==> src/hw/rtl/itrs_pkg.sv <==
// ----------------------------------------------------------------------------
// itrs_pkg
// Shared types, constants and helpers of the integer to radix string core.
// ----------------------------------------------------------------------------
package itrs_pkg;

    localparam int VALUE_WIDTH    = 32;
    localparam int MAX_DIGITS_DEF = 32;
    localparam int RADIX_WIDTH    = 6;

    localparam logic [RADIX_WIDTH-1:0] RADIX_MIN = 6'd2;
    localparam logic [RADIX_WIDTH-1:0] RADIX_MAX = 6'd36;
    localparam logic [RADIX_WIDTH-1:0] RADIX_DEC = 6'd10;
    localparam logic [RADIX_WIDTH-1:0] DIGIT_MAX_NUM = 6'd9;

    localparam logic [7:0] CH_ZERO  = 8'h30;
    localparam logic [7:0] CH_A     = 8'h61;
    localparam logic [7:0] CH_MINUS = 8'h2d;

    typedef struct packed {
        logic signed [VALUE_WIDTH-1:0] value;
        logic [RADIX_WIDTH-1:0]        radix;
    } t_in;

    typedef struct packed {
        logic [7:0] character;
        logic       last;
    } t_out;

    // One classified conversion waiting for the digit engine.
    typedef struct packed {
        logic [VALUE_WIDTH-1:0] magnitude;
        logic                   negative;
        logic [RADIX_WIDTH-1:0] radix;
    } t_job;

    function automatic logic [7:0] digit_char(input logic [RADIX_WIDTH-1:0] d);
        logic [7:0] ext;
        ext = {2'b00, d};
        if (d > DIGIT_MAX_NUM) begin
            return CH_A + ext - {2'b00, RADIX_DEC};
        end
        return CH_ZERO + ext;
    endfunction

endpackage

==> src/hw/rtl/itrs_ram.sv <==
// ----------------------------------------------------------------------------
// itrs_ram
// Generic simple dual-port RAM with one write port and a registered read.
// ----------------------------------------------------------------------------
module itrs_ram #(
    parameter int WIDTH = 6,
    parameter int DEPTH = 32
) (
    input  logic                     i_clk,
    input  logic                     i_we,
    input  logic [$clog2(DEPTH)-1:0] i_waddr,
    input  logic [WIDTH-1:0]         i_wdata,
    input  logic [$clog2(DEPTH)-1:0] i_raddr,
    output logic [WIDTH-1:0]         o_rdata
);

    logic [WIDTH-1:0] r_mem [DEPTH];
    logic [WIDTH-1:0] r_rdata;

    always_ff @(posedge i_clk) begin
        if (i_we) begin
            r_mem[i_waddr] <= i_wdata;
        end
        r_rdata <= r_mem[i_raddr];
    end

    assign o_rdata = r_rdata;

endmodule

==> src/hw/rtl/itrs_front.sv <==
// ----------------------------------------------------------------------------
// itrs_front
// Accepts input words, saturates the radix, splits sign and magnitude, and
// holds the classified jobs in a two-entry queue for the digit engine.
// ----------------------------------------------------------------------------
module itrs_front (
    input  logic          i_clk,
    input  logic          i_rst_n,
    input  logic          start,
    output logic          busy,
    input  itrs_pkg::t_in i_in,
    input  logic          i_pop,
    output logic          o_job_valid,
    output itrs_pkg::t_job o_job
);

    localparam int W = itrs_pkg::VALUE_WIDTH;

    itrs_pkg::t_job r_q [2];
    logic           r_wr_ptr, n_wr_ptr;
    logic           r_rd_ptr, n_rd_ptr;
    logic [1:0]     r_count, n_count;

    itrs_pkg::t_job job_in;
    logic [itrs_pkg::RADIX_WIDTH-1:0] radix_sat;
    logic push;
    logic pop;

    always_comb begin
        radix_sat = i_in.radix;
        if (i_in.radix < itrs_pkg::RADIX_MIN) begin
            radix_sat = itrs_pkg::RADIX_MIN;
        end else if (i_in.radix > itrs_pkg::RADIX_MAX) begin
            radix_sat = itrs_pkg::RADIX_MAX;
        end
        job_in.radix    = radix_sat;
        // Only radix ten reads the value as signed.
        job_in.negative = (radix_sat == itrs_pkg::RADIX_DEC) && i_in.value[W-1];
        job_in.magnitude = job_in.negative ? (W'(0) - W'(i_in.value)) : W'(i_in.value);
    end

    assign busy        = (r_count == 2'd2);
    assign push        = start && !busy;
    assign pop         = i_pop && (r_count != 2'd0);
    assign o_job_valid = (r_count != 2'd0);
    assign o_job       = r_q[r_rd_ptr];

    always_comb begin
        n_wr_ptr = push ? ~r_wr_ptr : r_wr_ptr;
        n_rd_ptr = pop  ? ~r_rd_ptr : r_rd_ptr;
        n_count  = r_count + {1'b0, push} - {1'b0, pop};
    end

    always_ff @(posedge i_clk) begin
        if (!i_rst_n) begin
            r_wr_ptr <= 1'b0;
            r_rd_ptr <= 1'b0;
            r_count  <= 2'd0;
        end else begin
            r_wr_ptr <= n_wr_ptr;
            r_rd_ptr <= n_rd_ptr;
            r_count  <= n_count;
        end
    end

    always_ff @(posedge i_clk) begin
        if (push) begin
            r_q[r_wr_ptr] <= job_in;
        end
    end

`ifndef NO_ASSERTIONS
    a_push_fills: assert property (@(posedge i_clk) disable iff (!i_rst_n)
        push |=> (r_count != 2'd0))
        else $error("queue empty after an accepted word");
    a_count_range: assert property (@(posedge i_clk) disable iff (!i_rst_n)
        (r_count != 2'd3) && ((r_count == 2'd1) || (r_wr_ptr == r_rd_ptr)))
        else $error("queue pointers disagree with fill count");
`endif

endmodule

==> src/hw/rtl/itrs_back.sv <==
// ----------------------------------------------------------------------------
// itrs_back
// Digit engine: divides the magnitude by the radix one quotient bit a cycle,
// stores the digits, then emits sign and digits most significant first.
// ----------------------------------------------------------------------------
module itrs_back #(
    parameter int MAX_DIGITS = itrs_pkg::MAX_DIGITS_DEF
) (
    input  logic           i_clk,
    input  logic           i_rst_n,
    input  logic           i_job_valid,
    input  itrs_pkg::t_job i_job,
    output logic           o_pop,
    output logic           o_strobe,
    output itrs_pkg::t_out o_out
);

    localparam int W  = itrs_pkg::VALUE_WIDTH;
    localparam int RW = itrs_pkg::RADIX_WIDTH;
    localparam int AW = $clog2(MAX_DIGITS);
    localparam int CW = $clog2(MAX_DIGITS + 1);
    localparam int BW = $clog2(W);

    typedef enum logic [4:0] {
        S_IDLE = 5'b00001,
        S_DIV  = 5'b00010,
        S_SIGN = 5'b00100,
        S_READ = 5'b01000,
        S_EMIT = 5'b10000
    } t_state;

    t_state          r_state, n_state;
    logic [W-1:0]    r_q, n_q;
    logic [RW-1:0]   r_p, n_p;
    logic [RW-1:0]   r_rad, n_rad;
    logic            r_neg, n_neg;
    logic [BW-1:0]   r_bit, n_bit;
    logic [CW-1:0]   r_cnt, n_cnt;
    logic [AW-1:0]   r_idx, n_idx;

    logic [RW:0]     p_sh;
    logic [RW:0]     p_diff;
    logic            ge;
    logic [RW-1:0]   p_step;
    logic [W-1:0]    q_step;
    logic [CW-1:0]   limit;
    logic            ram_we;
    logic [RW-1:0]   ram_rdata;

    // Restoring division step: shift one dividend bit into the remainder.
    always_comb begin
        p_sh   = {r_p, r_q[W-1]};
        p_diff = p_sh - {1'b0, r_rad};
        ge     = (p_sh >= {1'b0, r_rad});
        p_step = ge ? p_diff[RW-1:0] : p_sh[RW-1:0];
        q_step = {r_q[W-2:0], ge};
        limit  = r_neg ? CW'(MAX_DIGITS - 1) : CW'(MAX_DIGITS);
    end

    always_comb begin
        n_state  = r_state;
        n_q      = r_q;
        n_p      = r_p;
        n_rad    = r_rad;
        n_neg    = r_neg;
        n_bit    = r_bit;
        n_cnt    = r_cnt;
        n_idx    = r_idx;
        o_pop    = 1'b0;
        ram_we   = 1'b0;
        o_strobe = 1'b0;
        o_out    = '0;
        case (r_state)
            S_IDLE: begin
                if (i_job_valid) begin
                    o_pop   = 1'b1;
                    n_q     = i_job.magnitude;
                    n_rad   = i_job.radix;
                    n_neg   = i_job.negative;
                    n_p     = '0;
                    n_bit   = '0;
                    n_cnt   = '0;
                    n_state = S_DIV;
                end
            end
            S_DIV: begin
                n_q   = q_step;
                n_p   = p_step;
                n_bit = r_bit + BW'(1);
                if (r_bit == BW'(W - 1)) begin
                    // Digit done: the remainder goes to the store.
                    ram_we = 1'b1;
                    n_cnt  = r_cnt + CW'(1);
                    n_p    = '0;
                    n_bit  = '0;
                    if ((q_step == '0) || (n_cnt == limit)) begin
                        n_idx   = r_cnt[AW-1:0];
                        n_state = r_neg ? S_SIGN : S_READ;
                    end
                end
            end
            S_SIGN: begin
                o_strobe        = 1'b1;
                o_out.character = itrs_pkg::CH_MINUS;
                o_out.last      = 1'b0;
                n_state         = S_READ;
            end
            S_READ: begin
                n_state = S_EMIT;
            end
            S_EMIT: begin
                o_strobe        = 1'b1;
                o_out.character = itrs_pkg::digit_char(ram_rdata);
                o_out.last      = (r_idx == '0);
                if (r_idx == '0) begin
                    n_state = S_IDLE;
                end else begin
                    n_idx   = r_idx - AW'(1);
                    n_state = S_READ;
                end
            end
            default: begin
                n_state = S_IDLE;
            end
        endcase
    end

    always_ff @(posedge i_clk) begin
        if (!i_rst_n) begin
            r_state <= S_IDLE;
            r_q     <= '0;
            r_neg   <= 1'b0;
            r_cnt   <= '0;
            r_bit   <= '0;
        end else begin
            r_state <= n_state;
            r_q     <= n_q;
            r_neg   <= n_neg;
            r_cnt   <= n_cnt;
            r_bit   <= n_bit;
        end
    end

    always_ff @(posedge i_clk) begin
        r_p   <= n_p;
        r_rad <= n_rad;
        r_idx <= n_idx;
    end

    itrs_ram #(
        .WIDTH (RW),
        .DEPTH (MAX_DIGITS)
    ) u_digits (
        .i_clk   (i_clk),
        .i_we    (ram_we),
        .i_waddr (r_cnt[AW-1:0]),
        .i_wdata (p_step),
        .i_raddr (r_idx),
        .o_rdata (ram_rdata)
    );

`ifndef NO_ASSERTIONS
    a_strobe_state: assert property (@(posedge i_clk) disable iff (!i_rst_n)
        o_strobe |-> ((r_state == S_SIGN) || (r_state == S_EMIT)))
        else $error("character strobed outside an output state");
    a_last_ends: assert property (@(posedge i_clk) disable iff (!i_rst_n)
        (o_strobe && o_out.last) |=> !o_strobe)
        else $error("character strobed right after the last one");
    a_count_limit: assert property (@(posedge i_clk) disable iff (!i_rst_n)
        (r_state == S_DIV) |-> (r_cnt < limit))
        else $error("digit count reached the limit during division");
    a_pop_idle: assert property (@(posedge i_clk) disable iff (!i_rst_n)
        o_pop |=> (r_state == S_DIV))
        else $error("job taken without starting division");
`endif

endmodule

==> src/hw/rtl/integer_to_radix_string_core.sv <==
// ----------------------------------------------------------------------------
// integer_to_radix_string_core
// Converts an integer into its ASCII digit string in radix 2 to 36.
//
// Channel   Direction  Handshake                 Payload
// input     in         start high, busy low      i_in  (value, radix)
// result    out        o_strobe for one cycle    o_out (character, last)
//
// Each digit passes through the shared restoring divider, one quotient
// bit a cycle. Each character is read from the registered digit RAM in
// S_READ and emitted in S_EMIT; a leading '-' is emitted from S_SIGN first.
// The front queue holds two words, so busy rises only with both slots full.
// Reset is synchronous and active low and empties the queue and the engine.
// The receiver cannot stall; every character is taken in its strobe cycle.
// ----------------------------------------------------------------------------
module integer_to_radix_string_core #(
    parameter int MAX_DIGITS = itrs_pkg::MAX_DIGITS_DEF
) (
    input  logic           i_clk,
    input  logic           i_rst_n,
    input  logic           start,
    output logic           busy,
    input  itrs_pkg::t_in  i_in,
    output logic           o_strobe,
    output itrs_pkg::t_out o_out
);

    logic           job_valid;
    logic           job_pop;
    itrs_pkg::t_job job;

    itrs_front u_front (
        .i_clk       (i_clk),
        .i_rst_n     (i_rst_n),
        .start       (start),
        .busy        (busy),
        .i_in        (i_in),
        .i_pop       (job_pop),
        .o_job_valid (job_valid),
        .o_job       (job)
    );

    itrs_back #(
        .MAX_DIGITS (MAX_DIGITS)
    ) u_back (
        .i_clk       (i_clk),
        .i_rst_n     (i_rst_n),
        .i_job_valid (job_valid),
        .i_job       (job),
        .o_pop       (job_pop),
        .o_strobe    (o_strobe),
        .o_out       (o_out)
    );

endmodule

==> config.mk <==
export PLATFORM = sky130hd
export DESIGN_NAME = integer_to_radix_string_core
export DESIGN_NICKNAME = d
export VERILOG_FILES = /design/src/hw/rtl/itrs_pkg.sv /design/src/hw/rtl/itrs_ram.sv /design/src/hw/rtl/itrs_front.sv /design/src/hw/rtl/itrs_back.sv /design/src/hw/rtl/integer_to_radix_string_core.sv
export SDC_FILE = /design/constraint.sdc
export NUM_CORES = 1
export LEC_CHECK = 0
export BUFFER_PORTS_ARGS = -buffer_cell sky130_fd_sc_hd__buf_2
export CAP_MARGIN = 30
export CORE_ASPECT_RATIO = 1.75
export CORE_MARGIN = 2
export CORE_UTILIZATION = 53
export CTS_BUF_LIST = sky130_fd_sc_hd__clkbuf_8
export DETAILED_ROUTE_END_ITERATION = 12
export PLACE_DENSITY_LB_ADDON = 0.08
export SYNTH_ARGS = -nofsm -noshare
export SYNTH_HDL_FRONTEND = slang
export SYNTH_SLANG_ARGS = --single-unit
==> constraint.sdc <==
create_clock -name i_clk -period 4.2 [get_ports i_clk]
set_input_delay 0.84 -clock i_clk [delete_from_list [all_inputs] [get_ports i_clk]]
set_output_delay 0.84 -clock i_clk [all_outputs]
set_load 0.01 [all_outputs]
==> flow_summary.toml, run 1 <==
[global_routing]
grt_pass1_wl_um = 47000
gr-total-overflow = 0
antenna_found_initial = 0
grt_start_max_net_pins = 50
grt_pass1_vias = 8866
grt_usage_pct = 20.3

[timing]
fmax_ghz = 0.284
max_slew_margin_pct = 35.2
worstMarginPinSlew_ps = 972
finClkSkew_ps = 31.8
post-route-min-period_ps = 3520
final.period_utilization_pct = 83.8
setup_slack_ps = 681
rsz0062_at_grt = "false"
fin_tns_setup_ps = 0
setup_violations = 0
finalMaxSlewViolations = 0
final_hold_viol_count = 0

[place]
port_buffers = 51
placed_area_um2 = 15700
dp.cells = 1423
place.gp.congestion = 0.801
post-place-ws_ps = 1110
dpl.hpwl_um = 19700

[setup_path]
slowest_stage = "or3_1"
critPathCaptureType = "primary output"
arrival_ps = 2680
cp_max_fo = 22
cp_top_family = "simple AND/OR/NAND/NOR gates"
startpoint = "u_back.r_state[2]"
required_ps = 3360
path_cells = "or3_1, or3_1, nor3_1, buf_2"
cp-start-kind = "register"
cp_num_buf_inv = 1
critPathKind = "reg -> out"
cpPeakStageDelay_ps = 610
cpMostUsedCell = "or3_1"
r2r-start = "u_back.r_p[3]"

[synthesis]
ys_ff_latch = 347
avgSynthCellArea_um2 = 14.6
ys_seq_area_share_pct = 65.2
synthFlopType = "edfxtp_1"
synth_warnings = 0
mappedNetlistArea_um2 = 15100
ys_types = 65
synth_fp_nets = 1096
synth_edf_count = 287
syn_inst = 1033
synth-async-reset-ratio_pct = 0

[clocking]
tritoncts = "done"
cts_made_buffers = 47
post_cts_buffers = 0
cts-root-buf = "clkbuf_8"
clkLatencyLatePin_ps = 590
cts_buffer_depth = 3
clkSlewWorstSetupHoldPaths_ps = 70
hold_buffers = 0
clock-sinks = 347
cts-resized-gates = 0
ctsHtreeMaxLevel = 2

[floorplanning]
row_count = 81
dieWidth_um = 131
dieArea_um2 = 29800
dieHeight_um = 227
pin_count = 52
start_util_pct = 53.8
core_um2 = 28000

[final_layout]
layout_common_cells = "edfxtp_1 (287), nand2_1 (91), nor2_1 (74), a21oi_1 (59), dfxtp_1 (59)"
nNetsFinal = 1162
synthToLayoutAreaGrowth_pct = 10.5
final_cell_area_um2 = 16600
final_cells = 1511
n_antenna_cell = 0
final_common_cell = "edfxtp_1"
drive_gt1_share_pct = 17.3

[detailed_routing]
routed_wl_um = 29500
drc_errors = 0
viasPerCell = 5.64
wl_per_cell_um = 19.5
antenna_left = 0
dr.pass1.iters = 5
vias = 8518
drt-initial-drc-count = 436

[power]
ir_drop_mv = 0.415
comb_power_share_pct = 24.4
swShare_pct = 31.2
power_frac_clock_pct = 25.0
power.switching_mw = 3.24
p_leak_nw = 5.75
power.density_nw_per_um2 = 624
internal-power_mw = 7.14
pwr-share-seq_pct = 50.7

[min_path]
min_from = "u_back.r_bit[3]"
hold_path_class = "reg -> reg"

[flow_run]
cap_violations = 0

[outcome]
outcome = "completed"
## per-layer routing
layer	global-route usage, %	vias up	part of all wire [%]	wire length, um
met3	3.34	52	3.8	1120
met1	21.4	4210	36	10700
met5	0	-	0	0
li1	-	4085	-	-
met2	40.4	171	57	16900
met4	6.91	0	2.5	730
## power by group through the flow
stage | Combinational (mW) | Sequential [mW] | Clock (mW)
3_5_place_dp | 2.57 | 5.33 | 0
3_3_place_gp | 2.47 | 5.32 | 0
5_1_grt | 2.83 | 5.30 | 2.79
2_1_floorplan | 1.73 | 5.24 | 0
6_report | 2.53 | 5.26 | 2.59
4_1_cts | 2.58 | 5.26 | 2.66
## final cells by class
| cell class | instances | area, um2 |
|---|---|---|
| Fill cell | 2285 | 11300 |
| Tap cell | 373 | 467 |
| Clock inverter | 35 | 236 |
| Multi-Input combinational cell | 601 | 4840 |
| Inverter | 36 | 135 |
| Timing Repair Buffer | 66 | 408 |
| Clock buffer | 53 | 729 |
| Sequential cell | 347 | 9820 |
## worst register-to-register path: cells and delay by family, from the launching register on
| family | cells | cell delay [ps] |
|---|---|---|
| compound gates | 3 | 910 |
| mux | 1 | 650 |
| flops | 1 | 400 |
| fa+ha+maj | 1 | 370 |
| simple gates | 1 | 250 |
## kinds of logic (layout without fill, tap and decap cells)
family	after synthesis	after routing	synth area share, %
AO/OA/AOI/OAI	163	163	6.97
XOR/XNOR	46	46	2.68
adder cells (fa/ha/maj)	23	23	1.94
buffers and inverters	85	190	2.78
flip-flops	347	347	65.2
multiplexers	111	111	12.3
AND/OR/NAND/NOR	258	258	8.12
## flip-flops by register name, indices dropped and copies added (netlist names), named ones only
signal	count
u_back.r_cnt	6
u_back.r_p	6
u_back.r_idx	5
u_back.u_digits.r_mem	192
u_back.r_neg	1
u_back.r_state	5
u_front.r_q	78
u_back.u_digits.o_rdata	6
u_back.r_bit	5
u_back.r_q	32
u_front.r_wr_ptr	1
u_front.r_rd_ptr	1
u_back.r_rad	6
u_front.r_count	2
## through the flow
step | utilization [%] | hold slack [ps] | power (mW)
2_1_floorplan | - | 414 | 6.97
3_3_place_gp | 55.8 | 431 | 7.79
3_5_place_dp | 56.0 | 438 | 7.90
4_1_cts | 59.5 | 446 | 10.5
5_1_grt | 59.5 | 452 | 10.9
6_report | 59.5 | 443 | 10.4
## synth_stat cells, drive strengths merged, types with 15 or more instances
cell | n | share of area (%)
xnor2 | 23 | 1.3
o21ai | 21 | 0.70
ha | 21 | 1.7
nand2 | 91 | 2.3
nor2 | 75 | 1.9
dfxtp | 60 | 8.0
xor2 | 23 | 1.3
nor3 | 15 | 0.50
nor4 | 16 | 0.75
mux4 | 54 | 8.4
mux2i | 47 | 3.1
buf | 28 | 1.3
o211ai | 32 | 1.6
inv | 35 | 0.87
edfxtp | 287 | 57
clkbuf | 20 | 0.50
a21oi | 59 | 2.0
## worst paths after layout
path              cells after the start              end  slack, ps
hold / removal                        1  u_back.r_bit[3]        440
hold reg to reg                       1  u_back.r_bit[3]        440
setup reg to reg                      6    u_back.r_p[1]       1380
setup / recovery                      4         o_out[0]        680
No activity file was read; power rests on OpenSTA's default activity.
==> run 2: changes to the inputs <==
--- a/config.mk
+++ b/config.mk
@@ -5,6 +5,7 @@
 export SDC_FILE = /design/constraint.sdc
 export NUM_CORES = 1
 export LEC_CHECK = 0
+export ABC_AREA = 1
 export BUFFER_PORTS_ARGS = -buffer_cell sky130_fd_sc_hd__buf_2
 export CAP_MARGIN = 30
 export CORE_ASPECT_RATIO = 1.75
==> constraint.sdc (replaced) <==
create_clock -name i_clk -period 3.1 [get_ports i_clk]
set_input_delay 0.62 -clock i_clk [delete_from_list [all_inputs] [get_ports i_clk]]
set_output_delay 0.62 -clock i_clk [all_outputs]
set_load 0.01 [all_outputs]
==> run 2 against run 1 <==
  * Setup slack worse by 500 ps
  * Design area grew 4.1%
  * First-iteration DRC count increased by 51%
  * Non-clock buffer count up 17
  * Global-route usage increased by 4.1 points
  * Register-to-register slack got worse by 1100 ps
  * Via count is 32% higher
  * Sequential power rose by 36%
  * Clock power rose by 27%
  * Sequential cell count did not move
  * Critical endpoint is now o_out[3]
==> flow_summary.toml, run 2 <==
[detailed_routing]
dr.pass1.iters = 7
vias = 11300
drc_errors = 0
viasPerCell = 5.34
antenna_left = 0
drt-initial-drc-count = 659
routed_wl_um = 37400
wl_per_cell_um = 17.7

[setup_path]
reg2reg_slack_ps = 310
required_ps = 2480
rr_endpoint = "u_back.u_digits.r_mem[26][0]"
worstRegToRegCells = 10
cp_max_fo = 9
cp-start-kind = "register"
critPathCaptureType = "primary output"
arrival_ps = 2300
critPathKind = "reg -> out"
r2r-start = "u_back.r_p[1]"

[final_layout]
largest_register_ffs = 192
final_cells = 2109
final_common_cell = "nand2_1"
drive_gt1_share_pct = 9.73
synthToLayoutAreaGrowth_pct = 10.5
regMostFlops = "u_back.u_digits.r_mem"
final_util_pct = 59.3
reg_top3 = "u_back.u_digits.r_mem: 192 flops, u_front.r_q: 78 flops, u_back.r_q: 32 flops"
nNetsFinal = 1749
nFillCells = 2607
layout_common_cells = "nand2_1 (533), edfxtp_1 (287), nor2_1 (183), inv_1 (111), o21ai_0 (96)"

[synthesis]
mappedNetlistArea_um2 = 15700
synth_top_area_share_pct = 55.0
synthFlopType = "edfxtp_1"
synth_edf_count = 287
synth_fp_nets = 1684
ys_types = 41
synth.area.top_cells = "edfxtp_1 (55%), nand2_1 (13%), dfxtp_1 (7.7%), nor2_1 (4.4%), o21ai_0 (3.1%)"
synth-async-reset-ratio_pct = 0
ys_seq_area_share_pct = 62.7
avgSynthCellArea_um2 = 9.67
synth_common_cells = "nand2_1 (534), edfxtp_1 (287), nor2_1 (185)"
synth_top_area_cell = "edfxtp_1"
ys_ff_latch = 347
synth_warnings = 0
synth_most_common_cell = "nand2_1"
syn_inst = 1621

[floorplanning]
pin_count = 52
start_util_pct = 53.7
core_um2 = 29200
dieHeight_um = 231
row_count = 83
dieWidth_um = 134
dieArea_um2 = 31000

[clocking]
clock-sinks = 347
tritoncts = "done"
clkSlewWorstSetupHoldPaths_ps = 60
cts-root-buf = "clkbuf_8"
ctsHtreeMaxLevel = 2
cts_buffer_depth = 3
cts_made_buffers = 49
clkLatencyLatePin_ps = 600
post_cts_buffers = 0
hold_buffers = 0

[place]
port_buffers = 51
dp.cells = 2017
place.gp.congestion = 0.924
dpl.hpwl_um = 26100

[min_path]
holdPathStages = 1
min_to = "u_front.r_q[1][7]"
hold_path_class = "in -> reg"
min_from = "i_in[6]"

[global_routing]
gr-total-overflow = 0
grt_pass1_wl_um = 58000
grt_pass1_vias = 11000
grt_start_max_net_pins = 98
grt_usage_pct = 24.4
antenna_found_initial = 1

[outcome]
outcome = "completed"

[timing]
setup_violations = 0
final.period_utilization_pct = 94.3
fmax_ghz = 0.342
fin_tns_setup_ps = 0
post-route-min-period_ps = 2920
finClkSkew_ps = 36.0
max_slew_margin_pct = 28.5
worstMarginPinSlew_ps = 1070
finalMaxSlewViolations = 0
final_hold_viol_count = 0

[power]
p_leak_nw = 6.67
power.density_nw_per_um2 = 848
ir_drop_mv = 0.714

[flow_run]
cap_violations = 0
run 2: cell types whose count changed after synthesis, moves of 16 or more:
cell | before | now
nand2_1 | 91 | 534
nor2_1 | 75 | 185
o21ai_0 | 19 | 98
nand3_1 | 10 | 65
inv_1 | 35 | 86
mux2i_1 | 47 | 2
mux4_2 | 40 | 0
o211ai_1 | 32 | 3
a31oi_1 | 8 | 35
o22ai_1 | 1 | 28
xnor2_1 | 23 | 2
a21oi_1 | 59 | 41
clkbuf_1 | 20 | 36
run 2: layout make-up:
class	count	area, um2	area share (%)
clock buffers	54	743	4.29
multi-input cells	1113	5230	30.2
flip-flops and latches	347	9820	56.7
repair buffers	83	541	3.12
inverters	92	345	1.99
diodes	1	2.50	0.0144
clock inverters	37	163	0.939
well taps	382	478	2.76
run 2: worst max path at each step:
stage / endpoint / startpoint / slack [ps] / cells after the start
finish: o_out[3] / u_back.u_digits.o_rdata[0] / 180 / 10
global route: o_out[3] / u_back.u_digits.o_rdata[0] / -7 / 10
CTS: o_out[6] / u_back.r_state[0] / 20 / 8
detailed placement: u_back.u_digits.r_mem[17][0] / u_back.r_p[1] / 380 / 10
global placement: u_back.u_digits.r_mem[3][2] / u_back.r_p[1] / 290 / 10
floorplan: u_front.r_q[1][0] / start / 240 / 2
run 2: stage by stage:
step	setup WS, ps	instance area [um2]	hold slack, ps	power [mW]
floorplan	236	15700	426	9.75
global placement	287	16400	433	11.3
detailed placement	376	16400	448	11.5
CTS	16.6	17300	205	14.8
global route	-7.14	17300	232	15.5
finish	178	17300	243	14.7
run 2: repair_timing:
| item | 4_1_cts | 5_1_grt |
|---|---|---|
| setup endpoints to repair | 3 | 8 |
| pin swaps | 0 | 1 |
| resized for setup | 3 | 3 |
run 2: power by group:
| part | internal (mW) | switching, mW | leakage, nW | total [mW] |
|---|---|---|---|---|
| clock | 1.61 | 1.69 | 0.553 | 3.30 |
| combinational | 1.04 | 3.19 | 3.00 | 4.24 |
| sequential | 6.88 | 0.262 | 3.11 | 7.14 |
run 2: per-layer routing:
metal | GRT usage [%] | vias to the layer above | share of wire (%)
li1 | - | 5642 | -
met1 | 25.0 | 5264 | 36
met2 | 46.9 | 251 | 55
met3 | 3.48 | 95 | 3.7
met4 | 13.1 | 0 | 5.1
met5 | 0 | - | 0
run 2: kinds of logic (layout without fill, tap and decap cells):
group,count (synthesis),count (layout),share of synthesized area [%]
buffers and inverters,161,266,4.29
muxes,2,2,0.128
adders and majority gates,22,22,1.80
AOI/OAI and AO/OA,240,240,8.70
DFF,347,347,62.7
other,0,1,0
xor gates and xnor gates,26,26,1.45
and+or+nand+nor,823,823,21.0
run 2: worst max-delay path: stages (launching register included):
cell and delay, ps:
dfxtp_1 370, inv_1 100, ha_1 230, a21oi_2 180
nand2_1 120, nand2_4 120, nand2_1 80, a21oi_1 120
o21ai_0 100, nand2_1 130, buf_2 160
==> run 3: changes to the inputs <==
--- a/config.mk
+++ b/config.mk
@@ -10,7 +10,7 @@
 export CAP_MARGIN = 30
 export CORE_ASPECT_RATIO = 1.75
 export CORE_MARGIN = 2
-export CORE_UTILIZATION = 53
+export CORE_UTILIZATION = 58
 export CTS_BUF_LIST = sky130_fd_sc_hd__clkbuf_8
 export DETAILED_ROUTE_END_ITERATION = 12
 export PLACE_DENSITY_LB_ADDON = 0.08
==> run 3 against run 2 <==
  * Critical endpoint unchanged
  * Clock skew down 17 ps
  * First-iteration DRC count up 22%
  * Clock power up 13%
  * Worst hold slack better by 4.0 ps
  * Setup slack worse by 45 ps
  * Non-clock buffer count down 9
  * Highest routed layer unchanged
  * Final cell count down 3.1%
  * Via count up 2.1%
  * Clock-buffer cell count up 4
  * Wire length about the same
  * Largest power group unchanged
==> flow_summary.toml, run 3 (synthesis results as in run 2) <==
[outcome]
outcome = "completed"

[detailed_routing]
drt-initial-drc-count = 805
wl_per_cell_um = 18.3
antenna_left = 0
routed_wl_um = 37400
viasPerCell = 5.62
dr.pass1.iters = 5
drc_errors = 0
vias = 11500

[setup_path]
critPathKind = "reg -> out"
critPathCaptureType = "primary output"
cp_max_fo = 9
arrival_ps = 2350
cp-start-kind = "register"
required_ps = 2480

[final_layout]
regMostFlops = "u_back.u_digits.r_mem"
largest_register_ffs = 192
n_antenna_cell = 0
final_common_cell = "nand2_1"
final_cell_area_um2 = 17300
layout_common_cells = "nand2_1 (533), edfxtp_1 (287), nor2_1 (183), inv_1 (99), o21ai_0 (96)"
reg_top3 = "u_back.u_digits.r_mem: 192 flops, u_front.r_q: 78 flops, u_back.r_q: 32 flops"
nNetsFinal = 1741
synthToLayoutAreaGrowth_pct = 10.3
drive_gt1_share_pct = 9.66

[place]
placed_area_um2 = 16200
dpl.hpwl_um = 25600
post-place-ws_ps = 322
place.gp.congestion = 0.919
port_buffers = 51

[timing]
fin_tns_setup_ps = 0
final.period_utilization_pct = 95.7
fmax_ghz = 0.337
finClkSkew_ps = 18.5
setup_slack_ps = 132
finalMaxSlewViolations = 0
worstMarginPinSlew_ps = 1090
final_hold_viol_count = 0
post-route-min-period_ps = 2970
setup_violations = 0
max_slew_margin_pct = 27.1

[global_routing]
grt_start_max_net_pins = 99
grt_pass1_vias = 11200
antenna_found_initial = 0
grt_pass1_wl_um = 58400
grt_usage_pct = 26.6
gr-total-overflow = 0

[power]
power.density_nw_per_um2 = 867
p_leak_nw = 6.64
ir_drop_mv = 0.643

[clocking]
clkLatencyLatePin_ps = 590
hold_buffers = 0
cts_buffer_depth = 3
clock-sinks = 347
cts-root-buf = "clkbuf_8"
cts_made_buffers = 50
clkSlewWorstSetupHoldPaths_ps = 70
post_cts_buffers = 0
tritoncts = "done"
ctsHtreeMaxLevel = 2

[floorplanning]
dieWidth_um = 128
row_count = 79
dieHeight_um = 221
core_um2 = 26600
dieArea_um2 = 28400
pin_count = 52
start_util_pct = 58.9

[min_path]
hold_path_class = "in -> reg"

[flow_run]
cap_violations = 0
==> run 3: changes by cell type in the layout (fill, tap and decap cells not counted), sizes merged <==
| cell | before | now |
|---|---|---|
| buf | 83 | 74 |
| diode | 1 | 0 |
| clkinv | 8 | 19 |
| bufinv | 0 | 4 |
| clkbuf | 54 | 58 |
| inv | 119 | 104 |
| clkinvlp | 2 | 0 |
==> run 3: worst max-delay path, cell delays in order (launching register included) <==
cell and delay (ps):
dfxtp_1 360, inv_1 100, ha_1 240, a21oi_2 200, nand2_1 100, nand2_2 150
nand2_1 80, a21oi_1 130, o21ai_0 100, nand2_1 130, buf_2 160
==> run 3: layer usage <==
metal  GRT usage (%)  up-vias  part of all wire [%]
li1                -     5634                     -
met1            27.6     5426                    35
met2            50.6      331                    55
met3            3.97       95                   4.4
met4            13.5        0                   4.7
met5               0        -                     0
==> run 3: path summary, 6_finish.rpt <==
path	startpoint	end	slack (ps)	depth (start not counted)
setup / recovery	u_back.u_digits.o_rdata[0]	o_out[3]	130	10
hold / removal	i_in[6]	u_front.r_q[1][7]	250	1
setup reg to reg	u_back.r_p[1]	u_back.u_digits.r_mem[17][3]	230	10
hold reg to reg	u_front.r_rd_ptr	register	450	1
==> run 3: metrics by stage <==
| step | utilization [%] | std cells | hold slack, ps | power (mW) |
|---|---|---|---|---|
| final | 65.0 | 2043 | 247 | 15.0 |
| after global routing | 65.0 | 2043 | 224 | 15.7 |
| after CTS | 65.0 | 2043 | 211 | 15.1 |
| after detailed placement | 61.1 | 1950 | 445 | 11.3 |
| after global placement | 61.1 | 1950 | 432 | 11.2 |
| after floorplan | - | 1621 | 426 | 9.75 |
==> run 3: final cells by class <==
class	count	area [um2]
Clock inverter	35	245
Multi-Input combinational cell	1113	5220
Tap cell	324	405
Inverter	92	345
Sequential cell	347	9820
Fill cell	2201	9300
Timing Repair Buffer	74	453
Clock buffer	58	798
==> run 3: where the power goes <==
part           leakage (nW)  internal (mW)  switching, mW
Sequential             3.11           6.89          0.265
Combinational          2.94          0.927           3.17
Clock                 0.587           2.04           1.70
==> run 3: timing repair <==
item,in CTS,in global routing
gates resized for setup,2,3
endpoints found under the setup margin,2,6
pin swaps,0,0
